**src/hdl/lvs_pkg.sv**
```systemverilog
// Package: command codes, register indexes and item types for the Lehmer sampler.
package lvs_pkg;

	localparam int TableDepth = 16;
	localparam int IdxW = $clog2(TableDepth);

	typedef enum logic [2:0] {
		CMD_UNIFORM = 3'd0,
		CMD_BERN    = 3'd1,
		CMD_BINOM   = 3'd2,
		CMD_DISC    = 3'd3,
		CMD_LOAD    = 3'd4,
		CMD_RESEED  = 3'd5
	} cmd_t;

	localparam logic [1:0] REG_SEED  = 2'd0;
	localparam logic [1:0] REG_MULT  = 2'd1;
	localparam logic [1:0] REG_MOD   = 2'd2;
	localparam logic [1:0] REG_TSIZE = 2'd3;

	typedef struct packed {
		logic [2:0]         cmd;
		logic [32:0]        prob_fraction;
		logic [15:0]        trial_count;
		logic [3:0]         entry_index;
		logic signed [31:0] entry_value;
	} in_item_t;

	typedef struct packed {
		logic [31:0]        uniform_fraction;
		logic [15:0]        success_count;
		logic signed [31:0] chosen_value;
		logic [31:0]        generator_now;
	} out_item_t;

	// request to the bit-serial arithmetic unit
	typedef struct packed {
		logic        start;
		logic [31:0] a;
		logic [31:0] b;
		logic [32:0] m;
	} mm_req_t;

	typedef struct packed {
		logic        done;
		logic [31:0] r;
	} mm_rsp_t;

endpackage

```
**src/hdl/lehmer_variate_sampler.sv**
```systemverilog
// Top level: Lehmer generator with uniform, Bernoulli, binomial and table draws.
// An item is taken when start is high and busy is low; its single result shows
// for one cycle with done. A uniform draw runs a 64-step bit-serial modular
// multiply (32 steps reduce the state mod m, 32 multiply), then a 64-step
// restoring divide for u. A Bernoulli draw adds a 33-step serial multiply for the
// exact compare of x*2^32 against p*m, then a decide state. A binomial repeats
// that per trial; a discrete draw adds a further compare for each table entry
// walked past the first. Loads, reseeds and unknown codes go straight to output.
// The receiver cannot stall.
module lehmer_variate_sampler (
	input  logic              clk,
	input  logic              arst_n,
	input  logic              start,
	output logic              busy,
	input  lvs_pkg::in_item_t  in_item,
	output logic              done,
	output lvs_pkg::out_item_t out_item,
	input  logic              cfg_we,
	input  logic [1:0]        cfg_idx,
	input  logic [31:0]       cfg_data
);
	import lvs_pkg::*;

	typedef enum logic [3:0] {
		S_IDLE, S_MUL, S_MULW, S_DIV, S_CMP, S_DECIDE, S_NEXT, S_OUT
	} state_t;

	state_t state_q;

	logic [31:0] seed_q, mult_q, mod_q;
	logic [4:0]  tsize_q;
	logic [31:0] gen_q;
	logic [32:0] prob_q [TableDepth];
	logic [31:0] val_q  [TableDepth];

	in_item_t    item_q;
	logic [32:0] p_q;
	logic [15:0] trials_q;
	logic [15:0] succ_q;
	logic [31:0] frac_q;
	logic [31:0] chosen_q;
	logic [IdxW-1:0] ent_q;
	logic [IdxW-1:0] last_q;
	logic [33:0] cdf_q;

	// divide: quotient of x*2^32 / m, bit serial
	logic [32:0] rem_q;
	logic [31:0] quo_q;
	logic [63:0] dsh_q;
	// compare: p*m built serially, then compared to x*2^32
	logic [65:0] pm_q;
	logic [32:0] pmul_q;
	logic [32:0] mcand_q;
	logic [5:0]  cnt_q;

	mm_req_t req;
	mm_rsp_t rsp;

	logic [32:0] mod_eff;
	logic [33:0] rsh;
	logic        dge;
	logic [32:0] psat;
	logic [33:0] cdf_nxt;
	logic [32:0] cdf_sat;
	logic [64:0] lhs;
	logic        lt, eq;
	logic [4:0]  ncnt;

	assign mod_eff = (mod_q == '0) ? 33'h1_0000_0000 : {1'b0, mod_q};
	assign rsh     = {rem_q, dsh_q[63]};
	assign dge     = (rsh >= {1'b0, mod_eff});
	assign psat    = (prob_q[ent_q] > 33'h1_0000_0000) ? 33'h1_0000_0000 : prob_q[ent_q];
	assign cdf_nxt = cdf_q + {1'b0, psat};
	assign cdf_sat = (cdf_nxt > 34'h1_0000_0000) ? 33'h1_0000_0000 : cdf_nxt[32:0];
	assign lhs     = {1'b0, gen_q, 32'd0};
	assign lt      = (pmul_q >= 33'h1_0000_0000) || (lhs < pm_q[64:0]);
	assign eq      = (pmul_q < 33'h1_0000_0000) && (lhs == pm_q[64:0]);
	assign ncnt    = (tsize_q == 5'd0) ? 5'd1 :
		(tsize_q > 5'(TableDepth)) ? 5'(TableDepth) : tsize_q;

	assign busy = (state_q != S_IDLE);

	lvs_modmul u_mm (
		.clk    (clk),
		.arst_n (arst_n),
		.req    (req),
		.rsp    (rsp)
	);

	always_comb begin
		req.start = (state_q == S_MUL);
		req.a     = gen_q;
		req.b     = mult_q;
		req.m     = mod_eff;
	end

	always_ff @(posedge clk or negedge arst_n) begin
		if (!arst_n) begin
			state_q <= S_IDLE;
			done    <= 1'b0;
			seed_q  <= 32'd1;
			mult_q  <= 32'd16807;
			mod_q   <= 32'd2147483647;
			tsize_q <= 5'd1;
			gen_q   <= 32'd1;
			for (int i = 0; i < TableDepth; i++) begin
				prob_q[i] <= '0;
				val_q[i]  <= '0;
			end
		end else begin
			done <= 1'b0;
			if (cfg_we) begin
				unique case (cfg_idx)
					REG_SEED:  seed_q  <= cfg_data;
					REG_MULT:  mult_q  <= cfg_data;
					REG_MOD:   mod_q   <= cfg_data;
					REG_TSIZE: tsize_q <= cfg_data[4:0];
					default: ;
				endcase
			end
			unique case (state_q)
				S_IDLE: begin
					if (start) begin
						item_q   <= in_item;
						p_q      <= (in_item.prob_fraction > 33'h1_0000_0000) ?
							33'h1_0000_0000 : in_item.prob_fraction;
						trials_q <= in_item.trial_count;
						succ_q   <= '0;
						frac_q   <= '0;
						chosen_q <= '0;
						ent_q    <= '0;
						last_q   <= IdxW'(ncnt - 5'd1);
						cdf_q    <= '0;
						case (in_item.cmd) inside
							CMD_UNIFORM, CMD_BERN, CMD_DISC: state_q <= S_MUL;
							CMD_BINOM: state_q <= (in_item.trial_count != '0) ? S_MUL : S_OUT;
							CMD_LOAD: begin
								prob_q[in_item.entry_index] <= in_item.prob_fraction;
								val_q[in_item.entry_index]  <= in_item.entry_value;
								state_q <= S_OUT;
							end
							CMD_RESEED: begin
								gen_q   <= seed_q;
								state_q <= S_OUT;
							end
							default: state_q <= S_OUT;
						endcase
					end
				end
				S_MUL: state_q <= S_MULW;
				S_MULW: begin
					if (rsp.done) begin
						gen_q   <= rsp.r;
						rem_q   <= '0;
						quo_q   <= '0;
						dsh_q   <= {rsp.r, 32'd0};
						cnt_q   <= 6'd0;
						state_q <= S_DIV;
					end
				end
				S_DIV: begin
					if (dge) begin
						rem_q <= 33'(rsh - {1'b0, mod_eff});
						quo_q <= {quo_q[30:0], 1'b1};
					end else begin
						rem_q <= rsh[32:0];
						quo_q <= {quo_q[30:0], 1'b0};
					end
					dsh_q <= {dsh_q[62:0], 1'b0};
					// wraps to zero after the last step, ready for the compare
					cnt_q <= cnt_q + 6'd1;
					if (cnt_q == 6'd63) begin
						frac_q <= (mod_q == '0) ? gen_q : {quo_q[30:0], dge};
						if (item_q.cmd == CMD_UNIFORM) begin
							state_q <= S_OUT;
						end else begin
							pmul_q  <= (item_q.cmd == CMD_DISC) ? cdf_sat : p_q;
							if (item_q.cmd == CMD_DISC) cdf_q <= {1'b0, cdf_sat};
							mcand_q <= mod_eff;
							pm_q    <= '0;
							state_q <= S_CMP;
						end
					end
				end
				S_CMP: begin
					pm_q  <= {pm_q[64:0], 1'b0} + (pmul_q[6'd32 - cnt_q] ?
						{33'd0, mcand_q} : 66'd0);
					cnt_q <= cnt_q + 6'd1;
					if (cnt_q == 6'd32) state_q <= S_DECIDE;
				end
				S_DECIDE: begin
					case (item_q.cmd)
						CMD_BERN: begin
							succ_q  <= (lt || eq) ? 16'd1 : 16'd0;
							state_q <= S_OUT;
						end
						CMD_BINOM: begin
							if (lt) succ_q <= succ_q + 16'd1;
							trials_q <= trials_q - 16'd1;
							state_q  <= (trials_q != 16'd1) ? S_MUL : S_OUT;
						end
						default: begin
							if (lt || eq) begin
								chosen_q <= val_q[ent_q];
								state_q  <= S_OUT;
							end else if (ent_q == last_q) begin
								chosen_q <= val_q[last_q];
								state_q  <= S_OUT;
							end else begin
								ent_q   <= ent_q + 1'b1;
								state_q <= S_NEXT;
							end
						end
					endcase
				end
				S_NEXT: begin
					pmul_q  <= cdf_sat;
					cdf_q   <= {1'b0, cdf_sat};
					pm_q    <= '0;
					cnt_q   <= 6'd0;
					state_q <= S_CMP;
				end
				S_OUT: begin
					done     <= 1'b1;
					out_item.uniform_fraction <= frac_q;
					out_item.success_count    <= succ_q;
					out_item.chosen_value     <= chosen_q;
					out_item.generator_now    <= gen_q;
					state_q  <= S_IDLE;
				end
				default: state_q <= S_IDLE;
			endcase
		end
	end

	a_busy: assert property (@(posedge clk) disable iff (!arst_n)
		done |-> !$past(done)) else $error("two results back to back");
	a_idle: assert property (@(posedge clk) disable iff (!arst_n)
		done |-> !busy) else $error("busy with result");
	a_take: assert property (@(posedge clk) disable iff (!arst_n)
		(start && !busy) |=> busy) else $error("item not taken");

endmodule

```
**src/hdl/lvs_modmul.sv**
```systemverilog
// Bit-serial modular multiplier: r = (a*b) mod m, a reduced first, then one multiplier bit per cycle.
module lvs_modmul (
	input  logic            clk,
	input  logic            arst_n,
	input  lvs_pkg::mm_req_t req,
	output lvs_pkg::mm_rsp_t rsp
);
	import lvs_pkg::*;

	logic [31:0] b_q;
	logic [31:0] ash_q;
	logic [32:0] acc_q;
	logic [32:0] a_q;
	logic [32:0] m_q;
	logic [5:0]  cnt_q;
	logic        busy_q;
	logic        red_q;
	logic        done_q;
	logic [31:0] r_q;
	logic [33:0] rsh;
	logic [33:0] rred;
	logic [33:0] dbl;
	logic [33:0] dred;
	logic [33:0] add;
	logic [33:0] ared;

	always_comb begin
		// reduce phase: shift a in msb first, keep the remainder below m
		rsh  = {acc_q, ash_q[31]};
		rred = (rsh >= {1'b0, m_q}) ? rsh - {1'b0, m_q} : rsh;
		dbl  = {acc_q, 1'b0};
		dred = (dbl >= {1'b0, m_q}) ? dbl - {1'b0, m_q} : dbl;
		add  = b_q[31] ? dred + {1'b0, a_q} : dred;
		ared = (add >= {1'b0, m_q}) ? add - {1'b0, m_q} : add;
	end

	assign rsp = '{done: done_q, r: r_q};

	always_ff @(posedge clk or negedge arst_n) begin
		if (!arst_n) begin
			busy_q <= 1'b0;
			red_q  <= 1'b0;
			cnt_q  <= '0;
			done_q <= 1'b0;
		end else begin
			done_q <= 1'b0;
			if (req.start) begin
				busy_q <= 1'b1;
				red_q  <= 1'b1;
				cnt_q  <= 6'd32;
			end else if (busy_q) begin
				if (cnt_q == 6'd1) begin
					cnt_q <= 6'd32;
					red_q <= 1'b0;
					if (!red_q) begin
						busy_q <= 1'b0;
						done_q <= 1'b1;
					end
				end else begin
					cnt_q <= cnt_q - 6'd1;
				end
			end
		end
	end

	always_ff @(posedge clk) begin
		if (req.start) begin
			ash_q <= req.a;
			b_q   <= req.b;
			m_q   <= req.m;
			acc_q <= '0;
		end else if (busy_q && red_q) begin
			ash_q <= {ash_q[30:0], 1'b0};
			if (cnt_q == 6'd1) begin
				a_q   <= rred[32:0];
				acc_q <= '0;
			end else begin
				acc_q <= rred[32:0];
			end
		end else if (busy_q) begin
			acc_q <= ared[32:0];
			b_q   <= {b_q[30:0], 1'b0};
		end
		r_q <= ared[31:0];
	end

endmodule

```
**config.mk**
```make
export PLATFORM = sky130hd
export DESIGN_NAME = lehmer_variate_sampler
export DESIGN_NICKNAME = d
export VERILOG_FILES = /design/src/hdl/lvs_pkg.sv /design/src/hdl/lehmer_variate_sampler.sv /design/src/hdl/lvs_modmul.sv
export SDC_FILE = /design/constraint.sdc
export NUM_CORES = 2
export LEC_CHECK = 0
export BUFFER_PORTS_ARGS = -buffer_cell sky130_fd_sc_hd__buf_4
export CAP_MARGIN = 15
export CORE_MARGIN = 2
export CORE_UTILIZATION = 45
export DETAILED_ROUTE_END_ITERATION = 6
export PLACE_DENSITY_LB_ADDON = 0.1
export SLEW_MARGIN = 30
export SYNTH_ARGS = -nofsm -noshare
export SYNTH_HDL_FRONTEND = slang
export SYNTH_HIERARCHICAL = 1
export SYNTH_SLANG_ARGS = --single-unit
export TNS_END_PERCENT = 50
```
**constraint.sdc**
```tcl
create_clock -name clk -period 9.3 [get_ports clk]
set_clock_uncertainty 0.1 [all_clocks]
set_input_delay 0.93 -clock clk [delete_from_list [all_inputs] [get_ports clk]]
set_output_delay 0.93 -clock clk [all_outputs]
set_load 0.02 [all_outputs]
```
==> metrics.txt <==
status completed; Rows approximately 170; P_int 21900 uW; post-detail-place hpwl 192000 um; Clock Tree Root clkbuf_16; Static Leak 0.0474 uW; Starting Density 0.453; most used cell, CP ha_1; first-pass GRT wire length 439000 um; NetSw 14900 uW; DRC errors left 0; Peak VDD IR about 470 uV; Comb power frac 0.457; routability cong. 0.943; Hold WC Path Type in2reg; routed vias/inst approximately 6.0; Num CTS Buffers 211; worst skew pair latency 0.86 ns; CTS tree yes; max-slew violation count 0; Top FF cell, synth dfrtp_1; cell area power density 332 nW/um^2; Crit. End Element flop; post-synthesis sequential area ratio 0.514; Hold Vio Cnt, Final 0; io pins 240; post-synth net total 7858; worst endpoint required time 9.92 ns; synth warn 6; Horiz. Die Dim 471 um; RSZ-0062 raised after global routing no; H-Tree Depth 4; switching part of the total power 0.405; postcts setup bufs 0; Tot GR Track Use 0.264; Fmax 113 MHz; cell family with most CP delay compound AO/OA/AOI/OAI gates; RR Startpoint u_mm/m_q[14]; Slew HR 0.252; vias in the first global route 64600; Design Area, Final ~110000 um^2; commonest cells after routing, fill and taps aside mux2_2, dfrtp_1, edfxtp_1; First-pass DRT Iterations 6; commonest non-fill, non-tap cell in the layout mux2_2; Synth Instances 7486; die area 222000 um^2; Sink Count 1899; critical hold path startpoint in_item[87]; EDFF count, synth 648; final number of setup-violating endpoints 0; Critical-path top delay cell o21ai_0; CTS Buffer Depth 3; area of the core about 220000 um^2; Setup Crit Path Kind reg2reg; fraction of layout cells with a size suffix above 1 0.335; Die Height approximately 470 um; max capacitance violation total 0; Seq. cell area 50500 um^2; Yosys reg bits 1899; worst setup path start u_mm/m_q[14]; overall power 36800 uW; max incr delay on CP a little over 0.7 ns; Post-synth ARST share 0.625; Reg power frac 0.307; Post-Syn Area between 90000 and 100000 um^2; Nets between 7000 and 8000; Slew @ Worst Pin approximately 1.1 ns; Clk pwr share 0.236; dpl cell area 103000 um^2; fillers 18500; arrival time worst endpoint 9.47 ns; Bufs and invs on worst path 4; CTS clock-pin slew for the worst setup and hold paths 0.07 ns; Netlist cell types slightly below 100; vias post-DR 63500; synthesized area per cell 13.1 um^2; initial antenna violation count 37; Initial DRC Count 4662; WL/cell 27.8 um; final WL 295000 um; Worst Setup Start Kind flop; period utilization 0.952; Tmin final 8.86 ns; worst-path maximum fanout 19; P&R area growth vs syn 12.7%; port bufs 239; GRT overflow 0; area of the multi-input gates 45300 um^2; setup_tns 0 ns; largest net degree at the start of global routing 169; post-route ant nets 0
## cell families (layout without fill, tap and decap cells)
kind of cell	count (synthesis)	count (layout)	synth area share
xor gates and xnor gates	266	266	0.0237
and+or+nand+nor	1551	1551	0.0753
buffers and inverters	720	983	0.0286
muxes	1816	1816	0.264
AOI/OAI and AO/OA	988	988	0.0631
adders and majority gates	246	246	0.0319
other	0	16	0
DFF	1899	1899	0.514
## synth_stat cells, types with 13 or more instances
cell type | n | share of area
a21oi_1 | 324 | 0.017
a311oi_2 | 13 | 0.0020
nor2_1 | 440 | 0.017
nor4_1 | 64 | 0.0041
nor3_1 | 64 | 0.0033
nor3b_1 | 14 | 0.0011
xnor2_1 | 169 | 0.015
inv_1 | 191 | 0.0073
mux2i_1 | 92 | 0.0094
mux2_2 | 1229 | 0.14
nand4_1 | 45 | 0.0029
o21a_1 | 39 | 0.0030
nand2_1 | 466 | 0.018
o21ai_0 | 265 | 0.013
and2_1 | 109 | 0.0069
xor2_1 | 97 | 0.0086
edfxtp_1 | 648 | 0.20
a21o_1 | 86 | 0.0066
ha_1 | 239 | 0.030
o31ai_1 | 23 | 0.0018
or4_1 | 14 | 0.0011
o211ai_1 | 14 | 0.0011
clkbuf_1 | 410 | 0.016
buf_1 | 75 | 0.0029
nor2b_1 | 29 | 0.0018
nand3_1 | 116 | 0.0059
dfrtp_1 | 1145 | 0.29
dfstp_2 | 41 | 0.011
and3_1 | 62 | 0.0039
dfxtp_1 | 65 | 0.013
nand2b_1 | 37 | 0.0024
a211oi_1 | 40 | 0.0031
or3_1 | 28 | 0.0018
o21bai_1 | 29 | 0.0022
mux4_2 | 495 | 0.11
buf_2 | 25 | 0.0013
a31oi_1 | 25 | 0.0016
## repair_timing
| item | in CTS | in global routing |
|---|---|---|
| hold buffers | 1 | 0 |
| endpoints found under the setup margin | 0 | 13 |
| hold endpoints to repair | 78 | 0 |
| resized for setup | 0 | 3 |
## registers in the layout, indices dropped and copies added (netlist names), 33 cells and up
signal	cells
u_mm/m_q	33
cdf_q	33
val_q	512
out_item	112
rem_q	33
u_mm/acc_q	33
p_q	33
u_mm/a_q	33
prob_q	528
mcand_q	33
pmul_q	33
pm_q	65
## worst paths after layout
path / endpoint / slack, ns / cells after the start
hold reg to reg: out_item[96] / 0.31 / 0
setup reg to reg: u_mm/acc_q[22] / 0.44 / 34
hold / removal: item_q[87] / 0.18 / 1
max in group asynchronous: val_q[131] / 6.01 / 5
setup / recovery: u_mm/acc_q[22] / 0.44 / 34
min in group asynchronous: gen_q[22] / 0.56 / 2
## worst register-to-register path: cells and delay by family, from the launching register on
family                   cells  cell delay, ns
buffers and inverters        4            0.52
AO/OA/AOI/OAI               13            3.40
flip-flops                   1            0.32
XOR/XNOR                     1            0.18
multiplexers                 1            0.29
adder cells (fa/ha/maj)      4            1.45
AND/OR/NAND/NOR             11            2.48
## power by group through the flow
stage               logic (uW)  clock network, uW  registers [uW]
floorplan                11300                  0           11000
finish                   16800               8680           11300
global route             18200               9230           11400
CTS                      16700               8860           11300
detailed placement       16600                  0           11500
global placement         16500                  0           11400
## routing by layer
metal	up-vias	wire length [um]	track usage
met1	33300	126000	0.351
met5	-	154	0
li1	28100	-	-
met3	494	13700	0.0385
met2	1618	142000	0.432
met4	26	13100	0.114
## area by class of cell
| class | count | area share |
|---|---|---|
| clock inverters | 91 | 0.00986 |
| diodes | 16 | 0.000361 |
| clock buffers | 305 | 0.0552 |
| well taps | 2854 | 0.0322 |
| inverters | 194 | 0.00657 |
| flip-flops and latches | 1899 | 0.456 |
| repair buffers | 393 | 0.0310 |
| multi-input cells | 4867 | 0.409 |
## through the flow
step / setup slack [ns] / cells / utilization / hold slack (ns)
global route: 0.0497 / 10600 / 0.510 / 0.129
CTS: 0.494 / 10600 / 0.509 / 0.0993
floorplan: 0.978 / 7486 / - / 0.300
global placement: 0.687 / 10200 / 0.476 / 0.303
finish: 0.444 / 10600 / 0.510 / 0.178
detailed placement: 0.523 / 10200 / 0.476 / 0.305
Power figures use the tool's default switching activity.
